**src/rtl/core/sgs_pkg.sv**
```systemverilog
// Shared types and constants for the slab geometry selector.
// Used by every module under rtl/core; depends on nothing.
package sgs_pkg;

    // Field and datapath widths
    localparam int OBJ_W   = 17;   // object size after marker and alignment
    localparam int REQ_W   = 16;   // raw request size
    localparam int HDR_W   = 12;   // slab header size
    localparam int MRK_W   = 8;    // trailing marker size
    localparam int PSH_W   = 5;    // page shift register
    localparam int P_W     = 18;   // page, two pages, single-object slab
    localparam int T_W     = 23;   // header + count * object
    localparam int CNT_W   = 7;    // object counts 0..65
    localparam int SLAB_W  = 24;   // slab and waste result width
    localparam int DATA_W  = 32;   // configuration data width
    localparam int ADDR_W  = 4;    // configuration byte address width

    localparam int MAX_OBJECTS    = 64;
    localparam int PAGE_SHIFT_MIN = 9;
    localparam int PAGE_SHIFT_MAX = 16;

    // Configuration register indexes
    typedef enum logic [1:0] {
        REG_PAGE_SHIFT = 2'd0,
        REG_HEADER     = 2'd1,
        REG_MARKER     = 2'd2
    } t_reg_idx;

    // Decoded configuration shared by the front end and the cells
    typedef struct packed {
        logic [P_W-1:0]   page;
        logic [P_W-1:0]   page2;
        logic [HDR_W-1:0] header;
        logic [MRK_W-1:0] marker;
    } t_cfg;

    // Work travelling down the cell chain
    typedef struct packed {
        logic [OBJ_W-1:0] obj;       // aligned object size
        logic [T_W-1:0]   t;         // header + n * obj for the cell that gets it
        logic [CNT_W-1:0] n;         // count this cell evaluates
        logic [P_W-1:0]   cthr;      // slab for one object when nothing fits
        logic [P_W-1:0]   w_nf;      // waste of that slab
        logic             found;     // some count fits within two pages
        logic [CNT_W-1:0] best_n;    // best count so far
        logic [P_W-1:0]   best_w;    // its waste
        logic             best_dbl;  // its slab is two pages
        logic [CNT_W-1:0] cnt_a;     // counts whose layout fits one page
        logic [CNT_W-1:0] cnt_b;     // counts whose layout fits two pages
        logic [CNT_W-1:0] cnt_c;     // counts whose layout fits cthr
    } t_token;

endpackage

```
**src/rtl/core/sgs_cfg_regs.sv**
```systemverilog
// Configuration register file with an APB-style write and read port.
// Depends on sgs_pkg for widths, register indexes and the t_cfg type.
module sgs_cfg_regs
    import sgs_pkg::*;
(
    input  logic              i_clk,
    input  logic              i_rst_n,
    input  logic              psel,
    input  logic              penable,
    input  logic              pwrite,
    input  logic [ADDR_W-1:0] paddr,
    input  logic [DATA_W-1:0] pwdata,
    output logic [DATA_W-1:0] prdata,
    output logic              pready,
    output t_cfg              o_cfg
);

    logic [PSH_W-1:0] r_page_shift;
    logic [HDR_W-1:0] r_header;
    logic [MRK_W-1:0] r_marker;
    logic             wr_en;
    t_reg_idx         reg_idx;
    logic [PSH_W-1:0] shift_clamp;

    assign pready  = 1'b1;
    assign wr_en   = psel & penable & pwrite & pready;
    assign reg_idx = t_reg_idx'(paddr[ADDR_W-1:2]);

    // Write the addressed register at the end of the access phase
    always_ff @(posedge i_clk) begin
        if (!i_rst_n) begin
            r_page_shift <= PSH_W'(12);
            r_header     <= HDR_W'(64);
            r_marker     <= MRK_W'(16);
        end else if (wr_en) begin
            unique case (reg_idx)
                REG_PAGE_SHIFT: r_page_shift <= pwdata[PSH_W-1:0];
                REG_HEADER:     r_header     <= pwdata[HDR_W-1:0];
                REG_MARKER:     r_marker     <= pwdata[MRK_W-1:0];
                default:        ;
            endcase
        end
    end

    // Return the addressed register
    always_comb begin
        unique case (reg_idx)
            REG_PAGE_SHIFT: prdata = DATA_W'(r_page_shift);
            REG_HEADER:     prdata = DATA_W'(r_header);
            REG_MARKER:     prdata = DATA_W'(r_marker);
            default:        prdata = '0;
        endcase
    end

    // Clamp the page shift and decode page sizes
    always_comb begin
        if (r_page_shift < PSH_W'(PAGE_SHIFT_MIN)) begin
            shift_clamp = PSH_W'(PAGE_SHIFT_MIN);
        end else if (r_page_shift > PSH_W'(PAGE_SHIFT_MAX)) begin
            shift_clamp = PSH_W'(PAGE_SHIFT_MAX);
        end else begin
            shift_clamp = r_page_shift;
        end
        o_cfg.page   = P_W'(1) << shift_clamp;
        o_cfg.page2  = P_W'(2) << shift_clamp;
        o_cfg.header = r_header;
        o_cfg.marker = r_marker;
    end

endmodule

```
**config.mk**
```make
export PLATFORM = sky130hd
export DESIGN_NAME = sgs_cfg_regs
export DESIGN_NICKNAME = d
export VERILOG_FILES = /design/src/rtl/core/sgs_pkg.sv /design/src/rtl/core/sgs_cfg_regs.sv
export SDC_FILE = /design/constraint.sdc
export NUM_CORES = 1
export LEC_CHECK = 0
export BUFFER_PORTS_ARGS = -buffer_cell sky130_fd_sc_hd__buf_2
export CAP_MARGIN = 20
export CORE_MARGIN = 2
export CORE_UTILIZATION = 25
export CTS_CLUSTER_SIZE = 20
export DETAILED_ROUTE_END_ITERATION = 10
export PLACE_DENSITY = 0.6
export SETUP_SLACK_MARGIN = 0.4
export SLEW_MARGIN = 20
export SYNTH_ARGS = -nofsm -noshare
export SYNTH_HDL_FRONTEND = slang
export SYNTH_SLANG_ARGS = --single-unit
```
**constraint.sdc**
```tcl
create_clock -name i_clk -period 1.85 [get_ports i_clk]
set_input_delay 0.555 -clock i_clk [delete_from_list [all_inputs] [get_ports i_clk]]
set_output_delay 0.555 -clock i_clk [all_outputs]
set_load 0.02 [all_outputs]
```
# == Word level (Yosys, flattened, before mapping) ==
# Index checks and enable logic that the tools add are counted.
# totals
ff_bits,25
# classes
shifts,2
bitwise_logic,2
eq_ne,2
mux,3
order_cmp,2
n_reduce_logical,4
# ops
cell,count
$pmux W12 S3,1
$shl A1 B5 Y18 const A,1
$shl A2 B5 Y18 const A,1
$mux W5,2
$reduce_and A2 Y1,3
$gt A5 B5 Y1 const B,1
$lt A5 B4 Y1 const B,1
$and A1 B1 Y1,2
$eq A2 B1 Y1 const B,1
$eq A2 B2 Y1 const B,1
$logic_not A2 Y1,1

# == Depth between registers and ports, before layout ==
# logic_depth
word_depth,4
mapped_depth,6
ltp_nobuf,3

# == Worst setup path before layout ==
# No wires, ideal clock.
# synth_path
path_kind,reg2out
start,register r_page_shift[2]
end,output port o_cfg[50] in the netlist's numbering
path_stages_with_launch,5
path_slack_ps,-269
arrival_time_ps,1564
path_cell_list,dfxtp_1 > inv_1 > or3_1 > nor3_1 > buf_4
# synth_rtl
item,line,text
from (decl),sgs_cfg_regs.sv:18,logic [PSH_W-1:0] r_page_shift;
from (signal assigned),sgs_cfg_regs.sv:37,REG_PAGE_SHIFT: r_page_shift <= pwdata[PSH_W-1:0];
to (decl),sgs_cfg_regs.sv:15,output t_cfg o_cfg

==> summary.md <==
| Metric | Value |
|---|---|
| Leakage | 1.216 nW |
| Final hold vios | 0 |
| Vias | between 1000 and 1500 |
| Pin count of the biggest net entering global routing | 22 |
| First-pass GRT wire length | between 6000 and 7000 um |
| Starting Density | 0.2582 |
| H-Tree Depth | 1 |
| RR Startpoint | r_page_shift[4]$_SDFFE_PN0P_ |
| Post-synth EDFFs | 0 |
| Hold Startpoint | r_header[8]$_SDFFE_PN0P_ |
| Hold Path Stages | 2 |
| P&R area growth vs syn | 53.34% |
| Share of the synthesized area in the top cell type | 0.3070 |
| Post-layout util | 0.3960 |
| CP top delay family | simple AND/OR/NAND/NOR gates |
| Crit. Startpoint | r_page_shift[3]$_SDFFE_PN1P_ |
| GRT Util Overall | 0.1166 |
| Worst r2r path cells | 3 |
| Ratio of cells with drive above 1 in the final layout | 0.5502 |
| Synth warn | 0 |
| Drt drc | 0 |
| CTS Buf Count | 3 |
| Psw | ~0.00038 W |
| Critical Path RT | 1.29 ns |
| RePlAce Congestion | between 0.7 and 0.8 |
| Cells after synthesis | 196 |
| Worst R2R End | r_page_shift[4]$_SDFFE_PN0P_ |
| Most common cell in the netlist | buf_4 |
| MaxCap Viol Count | 0 |
| Final min period | roughly 1.9 ns |
| Layout fillers | 640 |
| Drt wl/cell | ~12 um |
| Setup crit end kind | output port |
| Sequential element share of the synthesized area | 0.3070 |
| Vias in the first global route | around 1400 |
| Fin crit share | 1.033 |
| CP startpoint kind | flop |
| Hold Crit Class | flop to flop |
| Non-filler cells, final | approximately 350 |
| FP Rows | 29 |
| Bufs and invs on worst path | 2 |
| Final Max Tran Viols | 0 |
| Placed Cells | between 300 and 400 |
| Clk pwr share | 0.281 |
| Dpl hpwl | 3058 um |
| Mean Syn Cell Area | ~8.3 sq um |
| Crit Path Max Fanout | 3 |
| CP peak stage delay | 0.37 ns |
| Final instance area | about 2500 sq um |
| DR vias/cell | ~4.1 |
| Sequential Power Share | 0.464 |
| Root buffer selected by CTS | clkbuf_8 |
| Nets | between 300 and 400 |
| Yosys reg bits | 25 |
| Crit-path cells | inv_2, or3_4, nor2_2, buf_4 |
| Worst-skew pair later-pin latency | between 0.2 and 0.3 ns |
| # hold bufs at CTS | 0 |
| Core ar. | approximately 6300 sq um |
| Status | finished with violations |
| TritonRoute pass-1 iters | 4 |
| Failing checks | negative setup slack |
| Post-synth top cells | 50 x buf_4, 39 x nand2_1, 26 x mux2i_1 |
| Largest area contributor in the netlist | dfxtp_1 |
| Hold EP | r_header[8]$_SDFFE_PN0P_ |
| Crit-path slowest cell | dfxtp_2 |
| Bufs on Longest Clock Path | 2 |
| Synth cell types | 24 |
| Worst Skew | 0 ns |
| Ports | between 100 and 150 |
| Total grt overflow | 0 |
| Placed instance area | 2042 sq um |
| Setup ws final | -0.06044 ns |
| CP Class | flop to output port |
| Crit path DAT | 1.36 ns |
| Die width | about 85 um |
| VDD IR max | ~270 uV |
| Switching Share | 0.3191 |
| Num Clock Sinks | 25 |
| CTS tree | done |
| Final setup vio count | 7 |
| Cell Area, Synth | 1630 sq um |
| Final wirelength | ~4200 um |
| Share of flip-flops with an asynchronous set or reset | 0 |
| Internal cell power | roughly 0.00081 W |
| Worst reg-to-reg setup slack | approximately 1.1 ns |
| Starting DRT DRC Count | 27 |
| Antenna violations before repair | 0 |
| Die ar. | just over 7000 sq um |
| Synth Flop Type | dfxtp_1 |
| Worst hold margin | between 0.4 and 0.5 ns |
| RSZ-0062 raised after global routing | yes |
| Port bufs | 66 |
| Top post-synthesis cells by area | dfxtp_1 31%, buf_4 23%, mux2i_1 16% |
| CTS clk-pin slew, worst paths | 0.09 ns |
| Antenna Nets Post-Route | 0 |
| Antenna Cells | 0 |
| Fmax | about 520 MHz |
| Die Y | 84.76 um |
| Power per cell area | 475.4 nW/um^2 |
| Gate power share | 0.255 |
power groups by stage:
stage	sequential [W]	combinational, W	clock [W]
after floorplan	0.000572	0.000250	0
after global routing	0.000553	0.000324	0.000369
after global placement	0.000565	0.000248	0
after CTS	0.000550	0.000301	0.000350
final	0.000551	0.000303	0.000334
after detailed placement	0.000566	0.000251	0
area by class of cell:
class | instances | area (sq um) | share of cell area
Multi-Input combinational cell | 145 | 1059 | 0.4234
Tap cell | 77 | 96.34 | 0.03854
Clock buffer | 3 | 41.29 | 0.01652
Sequential cell | 25 | 524.3 | 0.2097
Timing Repair Buffer | 91 | 759.5 | 0.3038
Inverter | 4 | 15.01 | 0.006006
Clock inverter | 1 | 5.005 | 0.002002
stage by stage:
stage	TNS, ns	power [W]	worst slack [ns]
finish	-0.3013	0.001189	-0.06044
CTS	-0.2200	0.001201	-0.07465
floorplan	0	0.0008216	0.08127
global placement	-1.147	0.0008137	-0.1183
detailed placement	-1.108	0.0008165	-0.1414
global route	-0.8756	0.001246	-0.1329
logic make-up (layout without fill, tap and decap cells):
family	after synthesis	after routing	share of synthesized area
buffers and inverters	65	99	0.2909
and+or+nand+nor	66	66	0.1880
DFF	25	25	0.3070
other	2	41	0.004606
AOI/OAI and AO/OA	12	12	0.04989
muxes	26	26	0.1596
worst max path at each step:
stage / cells past startpoint / end / slack, ns
after floorplan: 4 / o_cfg[50] / 0.08
after global placement: 5 / prdata[1] / -0.12
after detailed placement: 5 / prdata[3] / -0.14
after CTS: 4 / o_cfg[50] / -0.07
after global routing: 4 / o_cfg[33] / -0.13
final: 4 / o_cfg[34] / -0.06
worst register-to-register path, stage by stage (launching register included):
cell     delay (ns)
dfxtp_4        0.41
buf_12         0.11
nand2_1        0.04
mux2i_1        0.12
cells in the final DEF (no fill, tap or decap), types with 3 or more instances in the layout:
cell type | netlist | layout
buf_12 | 1 | 3
nand2_1 | 39 | 33
nor2_2 | 0 | 3
mux2i_1 | 26 | 21
nand3_1 | 5 | 4
conb_1 | 2 | 41
clkbuf_8 | 0 | 3
dfxtp_2 | 0 | 10
nand2_4 | 0 | 6
o211ai_1 | 4 | 4
and2_4 | 1 | 5
buf_4 | 50 | 19
mux2i_4 | 0 | 3
dfxtp_4 | 0 | 3
buf_6 | 3 | 29
o21ai_4 | 0 | 5
buf_2 | 3 | 37
buf_8 | 0 | 3
dfxtp_1 | 25 | 12
state kept, by name, summed over array words and instances (netlist names):
| name | cells |
|---|---|
| r_header | 12 |
| r_page_shift | 5 |
| r_marker | 8 |
what timing repair did:
| action | CTS | global route |
|---|---|---|
| resized for setup | 84 | 13 |
| endpoints found under the hold margin | 0 | 0 |
| setup endpoints to repair | 28 | 36 |
| setup buffers | 11 | 0 |
| pin swaps | 13 | 9 |
routing by layer:
layer,vias to the layer above,routed length [um],GRT usage
met5,-,0,0
met4,0,0,0.01732
met3,0,288,0.02163
met2,60,2153,0.2133
met1,662,1794,0.1448
li1,688,-,-
Note: power is estimated with default switching activity, not from simulation.
