`config.mk`:
```
export PLATFORM = sky130hd
export DESIGN_NAME = sgs_front
export DESIGN_NICKNAME = d
export VERILOG_FILES = /design/src/rtl/core/sgs_pkg.sv /design/src/rtl/core/sgs_front.sv
export SDC_FILE = /design/constraint.sdc
export NUM_CORES = 1
export LEC_CHECK = 0
export BUFFER_PORTS_ARGS = -buffer_cell sky130_fd_sc_hd__buf_2
export CAP_MARGIN = 30
export CORE_UTILIZATION = 46
export DETAILED_ROUTE_END_ITERATION = 10
export HOLD_SLACK_MARGIN = 0.08
export PLACE_DENSITY = 0.76
export SYNTH_ARGS = -nofsm -noshare
export SYNTH_HDL_FRONTEND = slang
export SYNTH_SLANG_ARGS = --single-unit
```
`constraint.sdc`:
```
create_clock -name i_clk -period 5.6 [get_ports i_clk]
set_input_delay 0 -clock i_clk [delete_from_list [all_inputs] [get_ports i_clk]]
set_output_delay 0 -clock i_clk [all_outputs]
set_load 0.01 [all_outputs]
```
`src/rtl/core/sgs_pkg.sv`:
```
// Shared types and constants for the slab geometry selector.
// Used by every module under rtl/core; depends on nothing.
package sgs_pkg;

    // Field and datapath widths
    localparam int OBJ_W   = 17;   // object size after marker and alignment
    localparam int REQ_W   = 16;   // raw request size
    localparam int HDR_W   = 12;   // slab header size
    localparam int MRK_W   = 8;    // trailing marker size
    localparam int PSH_W   = 5;    // page shift register
    localparam int P_W     = 18;   // page, two pages, single-object slab
    localparam int T_W     = 23;   // header + count * object
    localparam int CNT_W   = 7;    // object counts 0..65
    localparam int SLAB_W  = 24;   // slab and waste result width
    localparam int DATA_W  = 32;   // configuration data width
    localparam int ADDR_W  = 4;    // configuration byte address width

    localparam int MAX_OBJECTS    = 64;
    localparam int PAGE_SHIFT_MIN = 9;
    localparam int PAGE_SHIFT_MAX = 16;

    // Configuration register indexes
    typedef enum logic [1:0] {
        REG_PAGE_SHIFT = 2'd0,
        REG_HEADER     = 2'd1,
        REG_MARKER     = 2'd2
    } t_reg_idx;

    // Decoded configuration shared by the front end and the cells
    typedef struct packed {
        logic [P_W-1:0]   page;
        logic [P_W-1:0]   page2;
        logic [HDR_W-1:0] header;
        logic [MRK_W-1:0] marker;
    } t_cfg;

    // Work travelling down the cell chain
    typedef struct packed {
        logic [OBJ_W-1:0] obj;       // aligned object size
        logic [T_W-1:0]   t;         // header + n * obj for the cell that gets it
        logic [CNT_W-1:0] n;         // count this cell evaluates
        logic [P_W-1:0]   cthr;      // slab for one object when nothing fits
        logic [P_W-1:0]   w_nf;      // waste of that slab
        logic             found;     // some count fits within two pages
        logic [CNT_W-1:0] best_n;    // best count so far
        logic [P_W-1:0]   best_w;    // its waste
        logic             best_dbl;  // its slab is two pages
        logic [CNT_W-1:0] cnt_a;     // counts whose layout fits one page
        logic [CNT_W-1:0] cnt_b;     // counts whose layout fits two pages
        logic [CNT_W-1:0] cnt_c;     // counts whose layout fits cthr
    } t_token;

endpackage

```
`src/rtl/core/sgs_front.sv`:
```
// Front end: object sizing, first layout, and the fallback single-object slab.
// Three register stages feeding the head of the cell chain; uses sgs_pkg.
module sgs_front
    import sgs_pkg::*;
(
    input  logic             i_clk,
    input  logic             i_rst_n,
    input  logic             i_vld,
    input  logic [REQ_W-1:0] i_request_size,
    input  t_cfg             i_cfg,
    output logic             o_vld,
    output t_token           o_tok
);

    logic [OBJ_W-1:0] sum;
    logic [OBJ_W-1:0] obj;
    logic             r1_vld;
    logic [OBJ_W-1:0] r1_obj;
    logic             r2_vld;
    logic [OBJ_W-1:0] r2_obj;
    logic [OBJ_W-1:0] r2_t1;
    logic [OBJ_W-1:0] n2_t1;
    logic [OBJ_W-1:0] smear;
    logic [P_W-1:0]   cthr;
    logic             r3_vld;
    t_token           r3_tok;
    t_token           n3_tok;

    // Add the marker and align to 8 below 16 bytes, else to 16
    always_comb begin
        sum = OBJ_W'(i_request_size) + OBJ_W'(i_cfg.marker);
        if (sum < OBJ_W'(16)) begin
            obj = (sum + OBJ_W'(7)) & ~OBJ_W'(7);
        end else begin
            obj = (sum + OBJ_W'(15)) & ~OBJ_W'(15);
        end
    end

    // Layout size for a single object
    assign n2_t1 = OBJ_W'(i_cfg.header) + r1_obj;

    // Round the single-object layout to a power of two, at least one page
    always_comb begin
        smear = r2_t1 - OBJ_W'(1);
        smear = smear | (smear >> 1);
        smear = smear | (smear >> 2);
        smear = smear | (smear >> 4);
        smear = smear | (smear >> 8);
        smear = smear | (smear >> 16);
        if (P_W'(r2_t1) <= i_cfg.page) begin
            cthr = i_cfg.page;
        end else begin
            cthr = P_W'(smear) + P_W'(1);
        end
        n3_tok          = '0;
        n3_tok.obj      = r2_obj;
        n3_tok.t        = T_W'(r2_t1);
        n3_tok.n        = CNT_W'(1);
        n3_tok.cthr     = cthr;
        n3_tok.w_nf     = cthr - P_W'(r2_t1);
        n3_tok.best_n   = CNT_W'(1);
    end

    // Advance valid bits
    always_ff @(posedge i_clk) begin
        if (!i_rst_n) begin
            r1_vld <= 1'b0;
            r2_vld <= 1'b0;
            r3_vld <= 1'b0;
        end else begin
            r1_vld <= i_vld;
            r2_vld <= r1_vld;
            r3_vld <= r2_vld;
        end
    end

    // Advance payload
    always_ff @(posedge i_clk) begin
        r1_obj <= obj;
        r2_obj <= r1_obj;
        r2_t1  <= n2_t1;
        r3_tok <= n3_tok;
    end

    assign o_vld = r3_vld;
    assign o_tok = r3_tok;

endmodule

```
# After elaboration in Yosys (flattened, before gate mapping)
# Index checks and enable logic that the tools add are counted.
[totals] in_bits=75 reg_bits=124 wordCells=27
[op_classes] add_sub_neg=7 magnitude_cmp=2 mux=2 n_bitwise=5
[ops] cell="17-bit by 1-bit adder with 18-bit output (second input constant)" count=1
[ops] cell="17-bit by 18-bit <= comparator with 1-bit output" count=1
[ops] cell="18-bit two-way mux" count=1
[ops] cell="18-bit by 17-bit subtractor with 18-bit output" count=1
[ops] cell="12-bit by 17-bit adder with 17-bit output" count=1
[ops] cell="16-bit by 8-bit adder with 17-bit output" count=1
[ops] cell="17-bit by 3-bit adder with 17-bit output (second input constant)" count=1
[ops] cell="17-bit by 4-bit adder with 17-bit output (second input constant)" count=1
[ops] cell="17-bit by 5-bit < comparator with 1-bit output (second input constant)" count=1
[ops] cell="17-bit two-way mux" count=1
[ops] cell="17-bit by 1-bit bitwise OR with 17-bit output" count=1
[ops] cell="17-bit by 13-bit bitwise OR with 17-bit output" count=1
[ops] cell="17-bit by 15-bit bitwise OR with 17-bit output" count=1
[ops] cell="17-bit by 16-bit bitwise OR with 17-bit output" count=1
[ops] cell="17-bit by 9-bit bitwise OR with 17-bit output" count=1
[ops] cell="17-bit by 1-bit subtractor with 17-bit output (second input constant)" count=1

# Longest topological paths before layout
# Gate-level depths: netlist of the first run.
[depth] depth_word=9 depth_mapped=24 ltp_nobuf=23

# Worst setup path after synthesis of the first run
# Ideal clock, no wire load.
[synth_path] kind="register -> register" start="reg r2_t1[1]" end="reg r3_tok (netlist bit o_tok[65])" required_time_ns=5.528 n_path_buf=0 path_slack_ns=0.513 stages_incl_launch_ff=23 arrival_ns=5.015 path_cell_list="dfxtp_1 inv_1 ha_1 or4b_4 or4_4 a211oi_2 nand4b_1 nor2_1 nand2_1 ha_1 o31ai_2 or2b_2 xnor2_1 o21ai_1 ha_1 or3_1 o221ai_1 a21oi_1 o31ai_1 o211ai_1 a21o_1 a21oi_1 xor2_1"
[synth_lines] element="start, declared" line="sgs_front.sv:21" rtl="logic [OBJ_W-1:0] r2_t1;"
[synth_lines] element="start signal, assigned" line="sgs_front.sv:81" rtl="r2_t1 <= n2_t1;"
[synth_lines] element="end signal, assigned" line="sgs_front.sv:82" rtl="r3_tok <= n3_tok;"
[synth_lines] element="end, declared" line="sgs_front.sv:26" rtl="t_token r3_tok;"

==> flow_summary_export.csv, run 1 <==
group,metric,value,unit
sta,final_hold_viol_count,0,
power_and_ir_drop,ir_worst_vdd,0.255,mV
drt,post_drt_via_cell_ratio,4.88,
yosys,synth.yosys.seq_area_share,36.7,%
drt,drt-initial-drc-count,223,
worst_setup_path,start_kind,"register",
yosys,synth-seq-cells,115,
yosys,synth_area,6280,um2
yosys,synth_edf_count,0,
clocking,cts.clk_slew.worst_paths,0.06,ns
worst_setup_path,critPathArrivalTime,5.61,ns
min_path,hp-class,"in2reg",
cells_and_area,final_core_util,60.4,%
clocking,max-clock-path-buffers,2,
clocking,cts_buffers,17,
cells_and_area,fill_cells,1154,
yosys,yosys.area.top_type,"dfxtp_1",
yosys,ys_warn_count,0,
die,fp.dieW,119,um
worst_setup_path,crit_family,"simple AND/OR/NAND/NOR gates",
cells_and_area,final_common_cell,"buf_2",
worst_setup_path,max_stage_delay,0.52,ns
place,dp.cells,984,
clocking,clock_latency,0.41,ns
grt,grt_pass1_vias,4832,
sta,clock_skew,0.0114,ns
die,fp-row-count,42,
clocking,cts_tree,"done",
grt,antenna_found_initial,0,
drt,dr.pass1.iters,4,
cells_and_area,fin_cells,1066,
drt,num_vias,5207,
worst_setup_path,crit_fanout,4,
worst_setup_path,endpoint_kind,"register",
cells_and_area,layout-drive-gt1-share,21.7,%
clocking,h-tree-depth,4,
run_status,status,"completed",
cells_and_area,area_growth,27.9,%
grt,grt_usage,20.0,%
die,die_h,119,um
yosys,postSynthCellCount,686,
cells_and_area,nets,1009,
grt,grt_overflow,0,
worst_setup_path,worst-setup-path-type,"reg2reg",
sta,worst_pin_slew,0.860,ns
die,ios,207,
yosys,synth-async-reset-ratio,0,%
place,finalWeightedCongestion,0.866,
sta,final-setup-viol-count,0,
drt,drc_errors,0,
yosys,synth.distinct_cells,75,
worst_setup_path,cp_cell_sequence,"inv_1 -> ha_1 -> or4b_4 -> or4_4 -> a211oi_4 -> nand4b_1 -> nor2_2 -> nand2_1 -> ha_1 -> o31ai_2 -> or2b_4 -> xnor2_1 -> o21ai_1 -> ha_1 -> or3_1 -> o31a_1 -> a2111o_1 -> a21o_1 -> a21oi_1 -> xnor2_1",
sta,maxSlewHeadroom,42.1,%
yosys,syn_area_per_cell,9.15,um2
clocking,clock_sinks,115,
power_and_ir_drop,power.total,3.36,mW
die,core,13300,um2
drt,wl_per_cell,12.8,um
worst_setup_path,critPathSlowestCell,"or4_4",
clocking,cts_root_buffer,"clkbuf_16",
sta,maxSlewViolCount,0,
power_and_ir_drop,power.density,418,nW/um2
place,postPlaceCellArea,6910,um2
die,dieArea,14100,um2
yosys,synth.area.top_cells,"dfxtp_1 (37%), ha_1 (11%), buf_4 (7.7%), xnor2_1 (5.9%), inv_1 (3.2%)",
worst_setup_path,cp_data_required_time,5.93,ns
drt,wl,13.7,mm
yosys,synthFlopType,"dfxtp_1",
run,max_cap_viol_count,0,
sta,period_minus_slack,5.28,ns
sta,whs,0.148,ns
place,io_buffers,124,
drt,drtAntennaViolNets,0,
cells_and_area,postLayoutCellArea,8030,um2
cells_and_area,antenna_cells,0,
worst_setup_path,crit_buf_inv,1,
grt,grt_max_degree,18,
cells_and_area,final_cell_mix,"buf_2 (124), dfxtp_1 (115), conb_1 (64)",
worst_setup_path,crit_top_cell,"ha_1",
place,dp_hpwl,10.3,mm
power_and_ir_drop,leakage,3.79,nW
die,start_util,47.2,%
sta,post-route-period-util,94.3,%
grt,grt_first_pass_wirelength,22.3,mm
yosys,synth_top_area_share,36.7,%
sta,max_freq,189,MHz
timing repair:
| item | in CTS | in global routing |
|---|---|---|
| setup endpoints to repair | 0 | 4 |
| hold buffers | 48 | 0 |
| hold endpoints to repair | 46 | 0 |
| resized for setup | 0 | 6 |
| setup buffers | 0 | 2 |
routing by layer:
| metal | share of wire [%] | up-vias | global-route usage (%) | wire length (um) |
|---|---|---|---|---|
| met5 | 0 | - | 0 | 0 |
| met4 | 1.2 | 0 | 7.28 | 161 |
| met3 | 6.4 | 15 | 5.98 | 877 |
| met2 | 51 | 173 | 36.2 | 6990 |
| met1 | 41 | 2360 | 21.8 | 5660 |
| li1 | - | 2659 | - | - |
cells in the mapped netlist (3+ instances only):
master,instances
nand2b_1,9
buf_4,64
a41oi_1,3
nand4_1,9
nor4_1,6
o31ai_1,7
a21oi_1,21
clkbuf_1,7
or3_1,4
a31oi_1,3
xnor2_1,42
o21ai_1,5
and4_1,3
and2_1,5
nand4b_1,3
inv_1,54
o21ai_0,32
o2111ai_1,4
nor3b_1,6
buf_2,3
a21o_1,14
nor2b_1,6
nand2_1,40
o211ai_1,4
nand3_1,16
dfxtp_1,115
ha_1,54
fa_1,3
nor2_1,35
o21a_1,11
nor3_1,13
buf_1,3
and3_1,5
mux2i_1,4
xor2_1,13
or2_2,5
o22ai_1,4
a211oi_1,7
state kept, by name, summed over array words and instances (netlist names):
register,count
o_vld,1
r1_obj,14
o_tok,67
r2_vld,1
r1_vld,1
r2_obj,14
r2_t1,17
worst paths after layout:
path	start	end	slack, ns	cells past startpoint
setup / recovery	r2_t1[1]	o_tok[64]	0.32	20
hold / removal	i_cfg[0]	r1_obj[3]	0.15	5
setup reg to reg	r2_t1[1]	o_tok[64]	0.32	20
hold reg to reg	r2_obj[3]	o_tok[117]	0.33	0
cells by family after synthesis:
| group | synth area share, % |
|---|---|
| other | 0.120 |
| buffers and inverters | 11.9 |
| and+or+nand+nor | 15.2 |
| adders and majority gates | 11.9 |
| DFF | 36.7 |
| muxes | 0.817 |
| AOI/OAI and AO/OA | 15.7 |
| xor gates and xnor gates | 7.68 |
layout make-up:
class,instances,area (um2),area share (%)
Timing Repair Buffer,188,1220,15.2
Sequential cell,115,2300,28.7
Clock buffer,18,439,5.47
Inverter,54,203,2.53
Clock inverter,14,164,2.04
Multi-Input combinational cell,501,3480,43.3
Tap cell,176,220,2.74
worst reg2reg max path: stages (launching register included):
cell and delay [ns]:
dfxtp_1 0.31, inv_1 0.15, ha_1 0.21, or4b_4 0.50, or4_4 0.52, a211oi_4 0.29
nand4b_1 0.24, nor2_2 0.20, nand2_1 0.10, ha_1 0.25, o31ai_2 0.12, or2b_4 0.20
xnor2_1 0.11, o21ai_1 0.09, ha_1 0.21, or3_1 0.41, o31a_1 0.38, a2111o_1 0.41
a21o_1 0.17, a21oi_1 0.19, xnor2_1 0.15
through the flow:
step / setup TNS [ns] / setup WS (ns)
finish: 0 / 0.318
global route: -0.00363 / -0.00363
CTS: 0 / 0.161
detailed placement: 0 / 0.242
global placement: 0 / 0.303
floorplan: 0 / 0.513
report_power, final:
group	switching, mW	total [mW]	internal (mW)
combinational	0.626	1.14	0.515
sequential	0.104	1.13	1.03
clock	0.406	1.08	0.678
total	1.14	3.36	2.22
No activity file was read; power rests on OpenSTA's default activity.
==> inputs of run 2 (changes only) <==
Settings changed: PLACE_DENSITY 0.76 to 0.79.
Clock period 5.6 ns to 4.4 ns, I/O delays scaled along.
==> run 2 against run 1 <==
Cell area is 9.5% higher. Clock skew is 0.0045 ns lower. Setup slack worse by 0.52 ns. Sequential cell count stayed put. Critical endpoint is now o_tok[62]. The flow now finishes with violations (negative setup slack). Count of clock-buffer cells in the layout is 1 higher.
==> flow_summary_export.csv, run 2 (synthesis gave the netlist of run 1 again) <==
group,metric,value,unit
drt,wl_per_cell,13.7,um
sta,layout_setup_ws,-0.204,ns
sta,period_minus_slack,4.60,ns
place,postPlaceCellArea,7490,um2
cells_and_area,area_growth,40.1,%
die,core,13300,um2
worst_setup_path,critPathSlowestCell,"or4b_4",
die,start_util,47.2,%
clocking,max-clock-path-buffers,2,
clocking,clock_latency,0.41,ns
worst_setup_path,worst-setup-path-type,"reg2reg",
drt,drc_errors,0,
worst_setup_path,r2r_slack,-0.20,ns
min_path,hp-class,"in2reg",
drt,num_vias,5664,
sta,final-setup-viol-count,4,
clocking,clock_sinks,115,
grt,grt_usage,22.4,%
run_status,violations,"negative setup slack",
sta,worst_pin_slew,0.871,ns
grt,grt_overflow,0,
worst_setup_path,crit_fanout,3,
place,io_buffers,124,
power_and_ir_drop,ir_worst_vdd,0.311,mV
worst_setup_path,r2r-start,"r2_t1[1]",
worst_setup_path,crit_start,"r2_t1[1]",
sta,final_hold_viol_count,0,
drt,drtAntennaViolNets,0,
drt,wl,15.7,mm
power_and_ir_drop,power.density,515,nW/um2
clocking,cts_tree,"done",
cells_and_area,nets,1092,
sta,rsz0062_at_grt,"true",
sta,maxSlewViolCount,0,
die,fp-row-count,42,
worst_setup_path,cp_data_required_time,4.70,ns
worst_setup_path,cp_cell_sequence,"inv_4 -> ha_4 -> or4b_4 -> or4_4 -> a211oi_4 -> nand4b_1 -> nor2_2 -> nand2_2 -> ha_4 -> o31ai_4 -> buf_4 -> nor2b_4 -> xnor2_1 -> o21ai_1 -> ha_1 -> or2_2 -> o31a_1 -> buf_4 -> buf_6 -> a211o_1 -> a211oi_2 -> a21oi_1",
place,dp_hpwl,11.3,mm
cells_and_area,largest_reg_flops,67,
cells_and_area,final_cell_mix,"buf_2 (124), dfxtp_1 (113), buf_4 (94)",
worst_setup_path,start_kind,"register",
clocking,cts_root_buffer,"clkbuf_16",
place,finalWeightedCongestion,0.894,
worst_setup_path,crit_buf_inv,4,
cells_and_area,postLayoutCellArea,8790,um2
clocking,cts_buffers,17,
power_and_ir_drop,leakage,4.19,nW
sta,tns,-0.524,ns
grt,grt_max_degree,17,
cells_and_area,antenna_cells,0,
die,fp.dieW,119,um
worst_setup_path,endpoint_kind,"register",
cells_and_area,final_core_util,66.1,%
run_status,status,"finished with violations",
drt,post_drt_via_cell_ratio,4.93,
worst_setup_path,reg2regPathDepth,22,
cells_and_area,layout-drive-gt1-share,31.0,%
power_and_ir_drop,power.total,4.53,mW
worst_setup_path,crit_family,"simple AND/OR/NAND/NOR gates",
die,dieArea,14100,um2
drt,drt-initial-drc-count,279,
cells_and_area,fin_cells,1149,
worst_setup_path,timing.rr.end,"o_tok[62]",
worst_setup_path,crit_cells,22,
drt,dr.pass1.iters,4,
clocking,cts.clk_slew.worst_paths,0.06,ns
worst_setup_path,critPathArrivalTime,4.91,ns
grt,grt_first_pass_wirelength,24.7,mm
worst_setup_path,max_stage_delay,0.45,ns
sta,max_freq,217,MHz
grt,antenna_found_initial,0,
cells_and_area,final_common_cell,"buf_2",
run,max_cap_viol_count,0,
sta,clock_skew,0.00686,ns
worst_setup_path,endpoint,"o_tok[62]",
place,dp.cells,1052,
sta,maxSlewHeadroom,41.3,%
clocking,h-tree-depth,4,
grt,grt_pass1_vias,5467,
die,ios,207,
die,die_h,119,um
sta,post-route-period-util,105,%
run 2: repair_timing:
action / 4_1_cts / 5_1_grt
hold buffers: 46 / 0
buffers inserted: 19 / 4
setup endpoints to repair: 5 / 10
pin swaps: 6 / 10
gates resized for setup: 16 / 15
endpoints found under the hold margin: 44 / 0
run 2: layout make-up:
class | instances | area [um2]
clock buffer | 19 | 443
clock inverter | 13 | 128
fill | 1057 | 4510
inverter | 54 | 205
multi-input combinational | 501 | 3620
sequential | 115 | 2300
tap | 176 | 220
timing repair buffer | 271 | 1870
run 2: stage by stage:
step	hold WS, ns	setup slack [ns]
after floorplan	0.0277	-0.200
after global placement	0.103	-0.0724
after detailed placement	0.106	-0.159
after CTS	0.132	-0.136
after global routing	0.158	-0.353
final	0.150	-0.204
run 2: worst min path at each step:
stage / end / start / slack, ns / depth (start not counted)
2_1_floorplan: r2_t1[2] / i_cfg[10] / 0.03 / 0
3_3_place_gp: r2_t1[2] / i_cfg[10] / 0.10 / 1
3_5_place_dp: r2_t1[0] / i_cfg[8] / 0.11 / 1
4_1_cts: r1_obj[5] / i_cfg[5] / 0.13 / 4
5_1_grt: r1_obj[5] / i_cfg[5] / 0.16 / 4
6_report: r1_obj[5] / i_cfg[5] / 0.15 / 4
run 2: power breakdown:
group	switching, mW	internal (mW)
combinational	0.952	0.867
clock	0.506	0.798
sequential	0.100	1.31
run 2: worst register-to-register path, cell delays in order, from the launching register on:
cell	delay, ns
dfxtp_2	0.33
inv_4	0.06
ha_4	0.12
or4b_4	0.45
or4_4	0.45
a211oi_4	0.27
nand4b_1	0.17
nor2_2	0.17
nand2_2	0.10
ha_4	0.18
o31ai_4	0.06
buf_4	0.16
nor2b_4	0.04
xnor2_1	0.16
o21ai_1	0.11
ha_1	0.21
or2_2	0.32
o31a_1	0.31
buf_4	0.14
buf_6	0.12
a211o_1	0.30
a211oi_2	0.17
a21oi_1	0.07
run 2: layer usage:
layer | global-route usage [%] | vias up | part of all wire, %
met5 | 0 | - | 0
met4 | 11.5 | 0 | 3.3
met3 | 5.16 | 36 | 5.3
met2 | 42.3 | 192 | 52
met1 | 22.8 | 2599 | 39
li1 | - | 2837 | -
