===== src/rtl/core/sgs_pkg.sv =====
// Shared types and constants for the slab geometry selector.
// Used by every module under rtl/core; depends on nothing.
package sgs_pkg;

    // Field and datapath widths
    localparam int OBJ_W   = 17;   // object size after marker and alignment
    localparam int REQ_W   = 16;   // raw request size
    localparam int HDR_W   = 12;   // slab header size
    localparam int MRK_W   = 8;    // trailing marker size
    localparam int PSH_W   = 5;    // page shift register
    localparam int P_W     = 18;   // page, two pages, single-object slab
    localparam int T_W     = 23;   // header + count * object
    localparam int CNT_W   = 7;    // object counts 0..65
    localparam int SLAB_W  = 24;   // slab and waste result width
    localparam int DATA_W  = 32;   // configuration data width
    localparam int ADDR_W  = 4;    // configuration byte address width

    localparam int MAX_OBJECTS    = 64;
    localparam int PAGE_SHIFT_MIN = 9;
    localparam int PAGE_SHIFT_MAX = 16;

    // Configuration register indexes
    typedef enum logic [1:0] {
        REG_PAGE_SHIFT = 2'd0,
        REG_HEADER     = 2'd1,
        REG_MARKER     = 2'd2
    } t_reg_idx;

    // Decoded configuration shared by the front end and the cells
    typedef struct packed {
        logic [P_W-1:0]   page;
        logic [P_W-1:0]   page2;
        logic [HDR_W-1:0] header;
        logic [MRK_W-1:0] marker;
    } t_cfg;

    // Work travelling down the cell chain
    typedef struct packed {
        logic [OBJ_W-1:0] obj;       // aligned object size
        logic [T_W-1:0]   t;         // header + n * obj for the cell that gets it
        logic [CNT_W-1:0] n;         // count this cell evaluates
        logic [P_W-1:0]   cthr;      // slab for one object when nothing fits
        logic [P_W-1:0]   w_nf;      // waste of that slab
        logic             found;     // some count fits within two pages
        logic [CNT_W-1:0] best_n;    // best count so far
        logic [P_W-1:0]   best_w;    // its waste
        logic             best_dbl;  // its slab is two pages
        logic [CNT_W-1:0] cnt_a;     // counts whose layout fits one page
        logic [CNT_W-1:0] cnt_b;     // counts whose layout fits two pages
        logic [CNT_W-1:0] cnt_c;     // counts whose layout fits cthr
    } t_token;

endpackage


===== src/rtl/core/sgs_cell.sv =====
// One cell of the count chain: scores one object count and keeps the best.
// Hands the token to the next cell every cycle; uses sgs_pkg.
module sgs_cell
    import sgs_pkg::*;
(
    input  logic   i_clk,
    input  logic   i_rst_n,
    input  t_cfg   i_cfg,
    input  logic   i_vld,
    input  t_token i_tok,
    output logic   o_vld,
    output t_token o_tok
);

    logic           fit_a;
    logic           fit_b;
    logic           fit_c;
    logic [P_W-1:0] slab;
    logic [P_W-1:0] waste;
    logic           better;
    logic           r_vld;
    t_token         r_tok;
    t_token         n_tok;

    // Score this count and fold it into the running best
    always_comb begin
        fit_a  = i_tok.t <= T_W'(i_cfg.page);
        fit_b  = i_tok.t <= T_W'(i_cfg.page2);
        fit_c  = i_tok.t <= T_W'(i_tok.cthr);
        slab   = fit_a ? i_cfg.page : i_cfg.page2;
        waste  = slab - i_tok.t[P_W-1:0];
        better = fit_b && (!i_tok.found || (waste < i_tok.best_w));

        n_tok       = i_tok;
        n_tok.t     = i_tok.t + T_W'(i_tok.obj);
        n_tok.n     = i_tok.n + CNT_W'(1);
        n_tok.cnt_a = i_tok.cnt_a + CNT_W'(fit_a);
        n_tok.cnt_b = i_tok.cnt_b + CNT_W'(fit_b);
        n_tok.cnt_c = i_tok.cnt_c + CNT_W'(fit_c);
        if (better) begin
            n_tok.found    = 1'b1;
            n_tok.best_n   = i_tok.n;
            n_tok.best_w   = waste;
            n_tok.best_dbl = !fit_a;
        end
    end

    // Advance valid bit
    always_ff @(posedge i_clk) begin
        if (!i_rst_n) begin
            r_vld <= 1'b0;
        end else begin
            r_vld <= i_vld;
        end
    end

    // Advance payload
    always_ff @(posedge i_clk) begin
        r_tok <= n_tok;
    end

    assign o_vld = r_vld;
    assign o_tok = r_tok;

endmodule


===== config.mk =====
export PLATFORM = sky130hd
export DESIGN_NAME = sgs_cell
export DESIGN_NICKNAME = d
export VERILOG_FILES = /design/src/rtl/core/sgs_pkg.sv /design/src/rtl/core/sgs_cell.sv
export SDC_FILE = /design/constraint.sdc
export NUM_CORES = 1
export LEC_CHECK = 0
export ABC_CLOCK_PERIOD_IN_PS = 11480
export BUFFER_PORTS_ARGS = -buffer_cell sky130_fd_sc_hd__buf_2
export CAP_MARGIN = 30
export CORE_AREA = 2 2 125 127
export DETAILED_ROUTE_END_ITERATION = 8
export DIE_AREA = 0 0 127 129
export PLACE_DENSITY = 0.82
export SYNTH_ARGS = -nofsm -noshare
export SYNTH_HDL_FRONTEND = slang
export SYNTH_SLANG_ARGS = --single-unit

===== constraint.sdc =====
create_clock -name i_clk -period 11.48 [get_ports i_clk]
set_input_delay 1.722 -clock i_clk [delete_from_list [all_inputs] [get_ports i_clk]]
set_output_delay 1.722 -clock i_clk [all_outputs]
set_load 0.1 [all_outputs]

=== Word-level counts from Yosys, hierarchy flattened ===
Cells that the tools add are included.

* $add $sub $neg: 6
* Multipliers: 0
* Divide/modulo/power cells: 0
* Order comparisons: 4
* Eq/ne operators: 0
* Shift-type cells: 0
* Muxes and demuxes: 2
* Bitwise gates (word level): 0
* Reduce and logical (&&, ||, !) cells: 4

{| class="wikitable"
|+ Operators with widths
! operator !! number
|-
| $le 23x18->1 || 3
|-
| $mux 26 || 1
|-
| $add 23x17->23 || 1
|-
| $add 7x1->7 || 3
|-
| $lt 18x18->1 || 1
|-
| $mux 18 || 1
|-
| $sub 18x18->18 || 1
|-
| $add 7x1->7 const B || 1
|-
| $logic_not 1->1 || 2
|-
| $logic_and 1x1->1 || 1
|-
| $logic_or 1x1->1 || 1
|}

* Register bits after elaboration: 132
* Bits in latches: 0
* RAM bits: 0
* Memory bits (read-only): 0
* Input bits: 190
* Output and inout bits: 132
* Word-level logic and storage cells: 29
* Memories kept: 0

=== Logic depth before layout (Yosys ltp) ===
Gate-level depths: netlist of the first run.

* Depth in word-level cells: 7
* Depth in mapped cells: 26
* Gate-level depth less buffers: 25

=== Worst setup path after synthesis of the first run ===
OpenSTA, ideal clock, no wires.

* Path kind: input to register
* From: input i_cfg[54] (netlist bit)
* To: register r_tok (netlist bit o_tok[29])
* Setup time: 0.121 ns
* Arrival time: 6.811 ns
* Slack: 4.548 ns
* Stages: 24
* Path buffers: 1
* Path through: inv_1 -> ha_1 -> a21o_1 -> a31oi_1 -> nor2b_1 -> o2111ai_1 -> a21oi_1 -> mux2i_1 -> ha_1 -> fa_1 -> nor2b_1 -> o31a_1 -> o211ai_1 -> a21oi_1 -> nor3_1 -> or4b_2 -> o211ai_1 -> ha_1 -> a21o_1 -> a21oi_1 -> a21boi_0 -> a21boi_4 -> buf_12 -> mux2_4

{| class="wikitable"
|+ RTL lines
! item !! line !! text
|-
| from (decl) || sgs_cell.sv:8 || <nowiki>input t_cfg i_cfg,</nowiki>
|-
| to (signal assigned) || sgs_cell.sv:59 || <nowiki>r_tok <= n_tok;</nowiki>
|-
| to (decl) || sgs_cell.sv:22 || <nowiki>t_token r_tok;</nowiki>
|}

==> parameters.txt, run 1 <==
Parameter                              Value

Run
  MaxCap Viol Count    0

STA
  Top achievable clock speed    130.0 MHz
  Actual transition at the worst max-transition pin    561.3 ps
  Final critical-path share of the clock period    67.00%
  Fin worst setup slack    3788 ps
  Final number of setup-violating endpoints    0
  Setup repair after global routing missed its margin    false
  Final number of max-transition violations    0
  Final Hold Vio Count    0
  Setup TNS after final layout    0 ps
  Post-layout minimum cycle time    7692 ps
  Headroom to the max-slew limit    62.23%

CTS
  Buffer cell driving the clock tree root    sky130_fd_sc_hd__clkbuf_16
  Maximum buffer depth of the clock tree    2
  CTS buffer count    17
  Number of clock sinks    132
  H-tree lvl count    4
  Clk slew on worst S/H paths    60 ps
  Hold-fix buffer count after cts    0
  Post-CTS setup buffer count    0
  TritonCTS clock tree    built
  Number of gates resized after CTS    0

Synth
  Most repeated cell in the gate-level netlist after synthesis    sky130_fd_sc_hd__dfxtp_1
  Post-synthesis mux area share    5.690%
  Number of enable-type register cells in the synthesized netlist    0
  Main flop type after synthesis    sky130_fd_sc_hd__dfxtp_1
  Yosys warnings    0
  Area share of xor/xnor cells in the synthesized design    6.289%
  Post-synth top cells    132 x sky130_fd_sc_hd__dfxtp_1, 112 x sky130_fd_sc_hd__ha_1, 104 x sky130_fd_sc_hd__inv_1, 38 x sky130_fd_sc_hd__nor2_1, 37 x sky130_fd_sc_hd__o21ai_0
  Simple-Gate Fraction of Synth Area    10.45%
  Post-synthesis sequential area ratio    37.20%
  Yosys reg bits    132
  Post-synthesis compound-gate area fraction    13.81%
  Synth Net Count    1037
  Adder and majority cell fraction of the synthesized area    20.29%
  Mapped cell area    7103 um2
  Proportion of register bits with asynchronous set or reset after synthesis    0%
  Library cell with the largest summed area after synthesis    sky130_fd_sc_hd__dfxtp_1
  Syn Area/Cell    9.690 um2
  Combinational family with the most area after synthesis    adder cells
  Area share of the largest cell type after synthesis    37.20%
  Synth Instances    733
  Top cells by area, synth    sky130_fd_sc_hd__dfxtp_1 37%, sky130_fd_sc_hd__ha_1 20%, sky130_fd_sc_hd__inv_1 5.5%
  Number of library cell types mapped by synthesis    54

Floorplan
  Initial core utilization    47.43%
  Total Die Area    16380 um2
  Boundary Pins    322
  Placement Rows    45
  Vertical die dimension    129 um
  Die width    127 um
  Standard cell core area    14980 um2

Global route
  Overflow after GRT    0
  Busiest layer in global routing    met2
  Met3 usage    6.112%
  First-pass GRT wire length    27920 um
  Vias in the first global route    5885
  Pin count of the biggest net entering global routing    36
  Total global routing track utilization    21.73%
  Met1 track demand over resource in global routing    25.80%
  Met2 usage in global routing    37.03%
  Initial antenna violation count    5

Power
  Pleak    4.976 nW
  Power density over the cells    168.6 nW/um2
  Worst-case vdd ir drop    93.39 uV

Routing
  Avg Vias per Cell    5.006
  Iteration-0 DRC count of the detailed router    228
  Drt pass-1 iters    5
  Post-route DRC violation count    0
  Final routed wire length divided by cell count    14.58 um
  Routed WL    18270 um
  DRT antenna net count    0
  Vias after detailed routing    6273

Final layout
  Utilization of the core after routing    62.84%
  Final-stage net count    1353
  Final Cell Area    9412 um2
  Final-layout fill cell count    1263
  Flip-flop and latch area    2643 um2
  Multi-input gate area in the final layout    4019 um2
  Final non-filler cell total    1253
  Area growth syn-to-layout    32.50%
  Share of post-route cells with drive strength above 1    35.31%

Placed design
  Hpwl dp    15110 um
  Setup slack at placement    3413 ps
  # port buffers    301
  Cell count after placement    1218
  Instance area after placement    8821 um2
  RD Place Congestion    0.8541

Worst setup path
  Max stage delay cell, worst path    sky130_fd_sc_hd__or4b_2
  Type of the setup path with the least slack    in -> reg
  Longest individual stage delay on the worst path    650 ps
  Element type at the critical path end    register
  Largest fanout on the critical path    35
  Cell mode on critical path    sky130_fd_sc_hd__a21oi_1
  WP data arrival    8000 ps
  Sort of element at the start of the critical path    primary input
  Required arrival time at the worst endpoint    11790 ps

Min path
  Hold Crit Endpoint    o_tok[65]
  Worst hold path cell count    1
  Hold Path Class    in -> reg
  Origin of the worst min-delay path    i_tok[65]

Outcome
  Status    completed
==> placed cells by master, fill, tap and decap left out, types with 7 or more instances in the layout <==
cell,netlist,routed
sky130_fd_sc_hd__nor3_1,8,8
sky130_fd_sc_hd__nand3_1,25,25
sky130_fd_sc_hd__dfxtp_1,132,132
sky130_fd_sc_hd__mux2_2,7,7
sky130_fd_sc_hd__mux2i_1,7,7
sky130_fd_sc_hd__mux2_4,17,17
sky130_fd_sc_hd__a21oi_1,26,25
sky130_fd_sc_hd__inv_1,104,104
sky130_fd_sc_hd__o21a_1,14,14
sky130_fd_sc_hd__and3_1,8,8
sky130_fd_sc_hd__buf_2,0,301
sky130_fd_sc_hd__xnor2_1,36,36
sky130_fd_sc_hd__xor2_1,15,15
sky130_fd_sc_hd__clkbuf_16,0,17
sky130_fd_sc_hd__a21o_1,21,21
sky130_fd_sc_hd__nor2_1,38,38
sky130_fd_sc_hd__a31oi_1,8,8
sky130_fd_sc_hd__nand2_1,27,27
sky130_fd_sc_hd__o21ai_0,37,37
sky130_fd_sc_hd__ha_1,112,112
sky130_fd_sc_hd__nand4_1,14,14
sky130_fd_sc_hd__o211ai_1,7,7
sky130_fd_sc_hd__nor2b_1,9,9
==> power by group <==
part	leakage, nW	switching [mW]	internal [mW]
combinational	3.59	0.413	0.136
sequential	1.11	0.00805	0.495
clock	0.276	0.227	0.307
==> registers in the layout (all words and copies together) (netlist names) <==
name   count
o_vld      1
o_tok    131
==> worst max-delay path: cells and delay by family <==
family                     cells  cell delay [ps]
adders and majority gates      4             1240
and+or+nand+nor                3              940
muxes                          2              480
AOI/OAI and AO/OA             13             2880
buffers and inverters          3              720
==> area by class of cell <==
cell class / count / area share [%]
diodes: 3 / 0.07977
clock buffers: 17 / 4.520
clock inverters: 15 / 1.675
inverters: 104 / 4.148
multi-input cells: 491 / 42.70
flip-flops and latches: 132 / 28.08
well taps: 188 / 2.499
repair buffers: 303 / 16.30
==> kinds of logic (layout without fill, tap and decap cells) <==
group / Yosys count / after routing
AO/OA/AOI/OAI: 146 / 146
flip-flops: 132 / 132
XOR/XNOR: 51 / 51
adder cells (fa/ha/maj): 114 / 114
buffers and inverters: 110 / 439
multiplexers: 31 / 31
AND/OR/NAND/NOR: 149 / 149
other: 0 / 3
==> worst max-delay path by stage <==
stage | to | start | slack [ps] | cells past startpoint
after floorplan | o_tok[29] | i_cfg[54] | 4550 | 24
after global placement | o_tok[25] | i_tok[103] | 3130 | 23
after detailed placement | o_tok[46] | i_tok[103] | 3410 | 24
after CTS | o_tok[26] | i_tok[103] | 3830 | 24
after global routing | o_tok[26] | i_tok[103] | 3360 | 24
final | o_tok[26] | i_tok[93] | 3790 | 25
==> metal layers <==
layer,vias up,wire length [um]
met5,-,14
met4,2,416
met3,34,1326
li1,3193,-
met2,223,9028
met1,2821,7481
==> per-stage QoR <==
step	hold slack [ps]	power [mW]
after floorplan	1750	0.9468
after global placement	1825	1.051
after detailed placement	1826	1.061
after CTS	1378	1.599
after global routing	1377	1.654
final	1399	1.587
Note: power is estimated with default switching activity, not from simulation.
==> inputs of run 2 (changes only) <==
==> config.mk (replaced) <==
export PLATFORM = sky130hd
export DESIGN_NAME = sgs_cell
export DESIGN_NICKNAME = d
export VERILOG_FILES = /design/src/rtl/core/sgs_pkg.sv /design/src/rtl/core/sgs_cell.sv
export SDC_FILE = /design/constraint.sdc
export NUM_CORES = 1
export LEC_CHECK = 0
export ABC_AREA = 1
export ABC_CLOCK_PERIOD_IN_PS = 8100
export BUFFER_PORTS_ARGS = -buffer_cell sky130_fd_sc_hd__buf_2
export CAP_MARGIN = 30
export CORE_AREA = 2 2 128 130
export DETAILED_ROUTE_END_ITERATION = 8
export DIE_AREA = 0 0 130 132
export PLACE_DENSITY = 0.81
export SYNTH_ARGS = -nofsm -noshare
export SYNTH_HDL_FRONTEND = slang
export SYNTH_SLANG_ARGS = --single-unit
==> constraint.sdc (replaced) <==
create_clock -name i_clk -period 8.1 [get_ports i_clk]
set_input_delay 1.215 -clock i_clk [delete_from_list [all_inputs] [get_ports i_clk]]
set_output_delay 1.215 -clock i_clk [all_outputs]
set_load 0.1 [all_outputs]
==> parameters.txt, run 2 <==
Parameter                              Value

Outcome
  Status    completed

Placed design
  Cell count after placement    1446
  Setup slack at placement    1865 ps
  # port buffers    301
  Hpwl dp    18460 um
  RD Place Congestion    0.9461

Routing
  Drt pass-1 iters    4
  Post-route DRC violation count    0
  Iteration-0 DRC count of the detailed router    288
  DRT antenna net count    0
  Routed WL    22040 um
  Avg Vias per Cell    4.933
  Final routed wire length divided by cell count    14.86 um
  Vias after detailed routing    7316

CTS
  Number of clock sinks    132
  Clk slew on worst S/H paths    70 ps
  Buffer cell driving the clock tree root    sky130_fd_sc_hd__clkbuf_16
  Number of gates resized after CTS    0
  Post-CTS setup buffer count    0
  Maximum buffer depth of the clock tree    2
  Hold-fix buffer count after cts    0
  CTS buffer count    17
  H-tree lvl count    4
  TritonCTS clock tree    built

Synth
  Mapped cell area    7564 um2
  Yosys reg bits    132
  Yosys warnings    0
  Most repeated cell in the gate-level netlist after synthesis    sky130_fd_sc_hd__nand2_1
  Library cell with the largest summed area after synthesis    sky130_fd_sc_hd__dfxtp_1
  Area share of the largest cell type after synthesis    34.94%
  Number of enable-type register cells in the synthesized netlist    0
  Proportion of register bits with asynchronous set or reset after synthesis    0%
  Synth Instances    937
  Synth Net Count    1241
  Number of library cell types mapped by synthesis    49
  Main flop type after synthesis    sky130_fd_sc_hd__dfxtp_1
  Post-synthesis sequential area ratio    34.94%
  Top cells by area, synth    sky130_fd_sc_hd__dfxtp_1 35%, sky130_fd_sc_hd__ha_1 19%, sky130_fd_sc_hd__nand2_1 9.1%
  Syn Area/Cell    8.072 um2
  Post-synth top cells    183 x sky130_fd_sc_hd__nand2_1, 145 x sky130_fd_sc_hd__inv_1, 132 x sky130_fd_sc_hd__dfxtp_1, 112 x sky130_fd_sc_hd__ha_1, 63 x sky130_fd_sc_hd__a21oi_1

STA
  Post-layout minimum cycle time    5872 ps
  Fin worst setup slack    2228 ps
  Final number of max-transition violations    0
  Final Hold Vio Count    0
  Actual transition at the worst max-transition pin    551.1 ps
  Top achievable clock speed    170.3 MHz
  Headroom to the max-slew limit    62.98%
  Setup TNS after final layout    0 ps
  Final number of setup-violating endpoints    0
  Setup repair after global routing missed its margin    false
  Final critical-path share of the clock period    72.49%

Global route
  First-pass GRT wire length    34550 um
  Vias in the first global route    7258
  Total global routing track utilization    25.96%
  Initial antenna violation count    5
  Pin count of the biggest net entering global routing    38
  Overflow after GRT    0

Worst setup path
  Cell mode on critical path    sky130_fd_sc_hd__nand2_1
  Sort of element at the start of the critical path    primary input
  Longest individual stage delay on the worst path    340 ps
  WP data arrival    6180 ps
  Max stage delay cell, worst path    sky130_fd_sc_hd__nand2_4
  Type of the setup path with the least slack    in -> reg
  Element type at the critical path end    register
  Required arrival time at the worst endpoint    8410 ps
  Largest fanout on the critical path    37

Final layout
  Final-layout fill cell count    1410
  Area growth syn-to-layout    30.39%
  Final non-filler cell total    1483
  Flip-flop and latch area    2643 um2
  Highest-count cells in the layout ignoring fill and taps    301 x sky130_fd_sc_hd__buf_2, 183 x sky130_fd_sc_hd__nand2_1, 145 x sky130_fd_sc_hd__inv_1, 132 x sky130_fd_sc_hd__dfxtp_1, 112 x sky130_fd_sc_hd__ha_1
  Largest register FFs    131
  Multi-input gate area in the final layout    4259 um2
  Most common cell after layout, fill and taps aside    sky130_fd_sc_hd__buf_2
  Share of post-route cells with drive strength above 1    29.56%
  Final-stage net count    1553

Floorplan
  Placement Rows    46
  Initial core utilization    48.14%
  Standard cell core area    15710 um2
  Die width    130 um
  Boundary Pins    322
  Total Die Area    17160 um2
  Vertical die dimension    132 um

Power
  Internal Dissipation    1.300 mW
  Total power    2.283 mW
  Power density over the cells    231.5 nW/um2
  Sw Pwr    0.9831 mW
  Clk network pwr share    32.8%
  Switching part of the total power    43.05%
  Combinational share of power    35.9%
  Sequential group share of total power    31.3%
  Worst-case vdd ir drop    173.0 uV
  Pleak    5.369 nW

Min path
  Worst hold path cell count    1
  Hold Path Class    in -> reg

Run
  MaxCap Viol Count    0
==> run 2: cell type report <==
cell class / count / share of cell area (%)
antenna: 5 / 0.1269
clock buffer: 17 / 4.314
clock inverter: 15 / 1.624
inverter: 154 / 5.938
multi-input combinational: 643 / 43.19
sequential: 132 / 26.80
tap: 216 / 2.740
timing repair buffer: 301 / 15.28
==> run 2: through the flow <==
stage	hold slack [ps]	area, um2	utilization, %
floorplan	1243	7564	-
global placement	1317	9264	58.96
detailed placement	1319	9264	58.96
CTS	869.4	9849	62.69
global route	870.0	9862	62.76
finish	893.9	9862	62.76
==> run 2: critical path, delay by kind of cell <==
family | cells | cell delay, ps
xor gates and xnor gates | 1 | 240
adders and majority gates | 4 | 1050
and+or+nand+nor | 17 | 2300
muxes | 1 | 280
buffers and inverters | 4 | 430
AOI/OAI and AO/OA | 3 | 620
==> run 2: power by group through the flow <==
stage | clock (mW) | sequential [mW] | combinational [mW]
floorplan | 0 | 1.12 | 0.242
CTS | 0.769 | 0.715 | 0.819
global route | 0.795 | 0.720 | 0.876
detailed placement | 0 | 0.729 | 0.814
finish | 0.749 | 0.715 | 0.819
global placement | 0 | 0.728 | 0.804
==> run 2: cell families (layout without fill, tap and decap cells) <==
family,after synthesis,after routing,share of synthesized area [%]
other,0,5,0
adders and majority gates,114,114,19.06
buffers and inverters,162,487,8.751
AOI/OAI and AO/OA,160,160,12.26
and+or+nand+nor,312,312,18.38
xor gates and xnor gates,56,56,6.485
muxes,1,1,0.1323
DFF,132,132,34.94
==> run 2: layer usage <==
layer  up-vias  global-route usage (%)  part of all wire, %
li1       3690                       -                    -
met1      3259                   27.54                   38
met2       312                   46.07                   50
met3        55                   7.346                  8.3
met4         0                   13.56                  4.2
met5         -                       0                    0
==> run 2: final timing paths <==
| path | from | end | slack, ps |
|---|---|---|---|
| worst min-delay path | i_tok[51] | o_tok[51] | 890 |
| worst max-delay path | i_tok[105] | o_tok[39] | 2230 |
==> inputs of run 3 (changes only) <==
--- a/config.mk
+++ b/config.mk
@@ -6,13 +6,13 @@
 export NUM_CORES = 1
 export LEC_CHECK = 0
 export ABC_AREA = 1
-export ABC_CLOCK_PERIOD_IN_PS = 8100
+export ABC_CLOCK_PERIOD_IN_PS = 5200
 export BUFFER_PORTS_ARGS = -buffer_cell sky130_fd_sc_hd__buf_2
 export CAP_MARGIN = 30
-export CORE_AREA = 2 2 128 130
+export CORE_AREA = 2 2 135 137
 export DETAILED_ROUTE_END_ITERATION = 8
-export DIE_AREA = 0 0 130 132
-export PLACE_DENSITY = 0.81
+export DIE_AREA = 0 0 137 139
+export PLACE_DENSITY = 0.77
 export SYNTH_ARGS = -nofsm -noshare
 export SYNTH_HDL_FRONTEND = slang
 export SYNTH_SLANG_ARGS = --single-unit
==> constraint.sdc (replaced) <==
create_clock -name i_clk -period 5.2 [get_ports i_clk]
set_input_delay 0.78 -clock i_clk [delete_from_list [all_inputs] [get_ports i_clk]]
set_output_delay 0.78 -clock i_clk [all_outputs]
set_load 0.1 [all_outputs]
==> parameters.txt, run 3 (same netlist as run 2, synthesis figures left out) <==
Parameter                              Value

STA
  Actual transition at the worst max-transition pin    516.6 ps
  Post-layout minimum cycle time    4770 ps
  Fin worst setup slack    429.7 ps
  Final number of setup-violating endpoints    0
  Final Hold Vio Count    0
  Headroom to the max-slew limit    65.19%
  Final critical-path share of the clock period    91.74%
  Final number of max-transition violations    0
  Top achievable clock speed    209.6 MHz

Routing
  Routed WL    22690 um
  Iteration-0 DRC count of the detailed router    287
  Avg Vias per Cell    4.791
  Post-route DRC violation count    0
  Vias after detailed routing    7422
  Drt pass-1 iters    5
  DRT antenna net count    0
  Final routed wire length divided by cell count    14.65 um

Placed design
  Instance area after placement    9728 um2
  # port buffers    301
  RD Place Congestion    0.9410
  Hpwl dp    19280 um
  Setup slack at placement    -190.3 ps

Final layout
  Final Cell Area    10380 um2
  Final-stage net count    1611
  Most common cell after layout, fill and taps aside    sky130_fd_sc_hd__buf_2
  Highest-count cells in the layout ignoring fill and taps    301 x sky130_fd_sc_hd__buf_2, 183 x sky130_fd_sc_hd__nand2_1, 145 x sky130_fd_sc_hd__inv_1, 132 x sky130_fd_sc_hd__dfxtp_1, 112 x sky130_fd_sc_hd__ha_1
  Final-layout fill cell count    1613
  Share of post-route cells with drive strength above 1    33.13%
  Area growth syn-to-layout    37.24%
  Largest register FFs    131

Floorplan
  Vertical die dimension    139 um
  Total Die Area    19040 um2
  Standard cell core area    17660 um2
  Initial core utilization    42.84%
  Placement Rows    49
  Die width    137 um
  Boundary Pins    322

Worst setup path
  Cell mode on critical path    sky130_fd_sc_hd__nand2_1
  Max stage delay cell, worst path    sky130_fd_sc_hd__ha_1
  Longest individual stage delay on the worst path    310 ps
  WP data arrival    5060 ps
  Largest fanout on the critical path    22
  Required arrival time at the worst endpoint    5490 ps
  Sort of element at the start of the critical path    primary input
  CP startpoint    i_cfg[52]
  Element type at the critical path end    register
  Type of the setup path with the least slack    in -> reg

CTS
  Number of clock sinks    132
  Buffer cell driving the clock tree root    sky130_fd_sc_hd__clkbuf_16
  Maximum buffer depth of the clock tree    2
  Post-CTS setup buffer count    0
  TritonCTS clock tree    built
  H-tree lvl count    4
  Hold-fix buffer count after cts    0
  CTS buffer count    17
  Clk slew on worst S/H paths    60 ps

Global route
  Total global routing track utilization    23.60%
  Initial antenna violation count    2
  First-pass GRT wire length    34850 um
  Pin count of the biggest net entering global routing    27
  Overflow after GRT    0
  Vias in the first global route    7334

Outcome
  Status    completed

Power
  Pleak    5.674 nW
  Switching part of the total power    40.79%
  Combinational share of power    36.0%
  Clk network pwr share    33.9%
  Worst-case vdd ir drop    252.2 uV
  Internal Dissipation    2.194 mW
  Power density over the cells    357.0 nW/um2
  Sequential group share of total power    30.1%
  Sw Pwr    1.512 mW

Min path
  Hold Path Class    in -> reg
  Origin of the worst min-delay path    i_tok[55]
  Worst hold path cell count    1

Run
  MaxCap Viol Count    0
## run 3: cell count changes in the layout (fill, tap and decap cells not counted), sizes merged
| cell | delta |
|---|---|
| clkinv | -2 |
| bufinv | +3 |
| buf | +58 |
| diode | -4 |
| inv | -2 |
## run 3: cell type report
| type | count | area, um2 | share of cell area, % |
|---|---|---|---|
| multi-input cells | 643 | 4293 | 41.36 |
| flip-flops and latches | 132 | 2643 | 25.46 |
| repair buffers | 359 | 1954 | 18.83 |
| inverters | 154 | 585.6 | 5.641 |
| clock buffers | 17 | 425.4 | 4.098 |
| well taps | 229 | 286.5 | 2.760 |
| clock inverters | 14 | 190.2 | 1.832 |
| diodes | 1 | 2.502 | 0.02411 |
## run 3: critical path: cells and delay by family
kind | cells | cell delay (ps)
AO/OA/AOI/OAI | 8 | 1090
XOR/XNOR | 1 | 240
adder cells (fa/ha/maj) | 3 | 900
AND/OR/NAND/NOR | 12 | 1330
buffers and inverters | 6 | 700
## run 3: routing by layer
layer / vias up / track usage (%) / wire length (um)
met5: - / 0 / 13
met4: 2 / 7.651 / 468
met3: 31 / 6.287 / 1811
met2: 278 / 42.03 / 11250
met1: 3311 / 27.06 / 9150
li1: 3800 / - / -
## run 3: worst paths after layout
check                 slack (ps)         to
worst max-delay path         430  o_tok[31]
worst min-delay path         460  o_tok[55]
## run 3: power groups by stage
stage / Clock (mW) / Sequential (mW) / Combinational, mW
finish: 1.26 / 1.11 / 1.34
global route: 1.33 / 1.12 / 1.43
CTS: 1.28 / 1.12 / 1.33
detailed placement: 0 / 1.14 / 1.32
global placement: 0 / 1.13 / 1.31
floorplan: 0 / 1.75 / 0.377
## run 3: metrics by stage
step	setup TNS [ps]	hold WS, ps	instances	utilization, %	power (mW)
floorplan	0	807.7	937	-	2.129
global placement	-1325	882.0	1517	55.10	2.445
detailed placement	-4367	884.1	1517	55.10	2.461
CTS	0	439.7	1548	58.58	3.729
global route	-52.24	430.6	1548	58.77	3.877
finish	0	459.2	1549	58.79	3.706
## run 3: repair_timing
item,CTS,global route
setup endpoints to repair,0,26
gates resized for setup,0,9
endpoints found under the hold margin,0,0
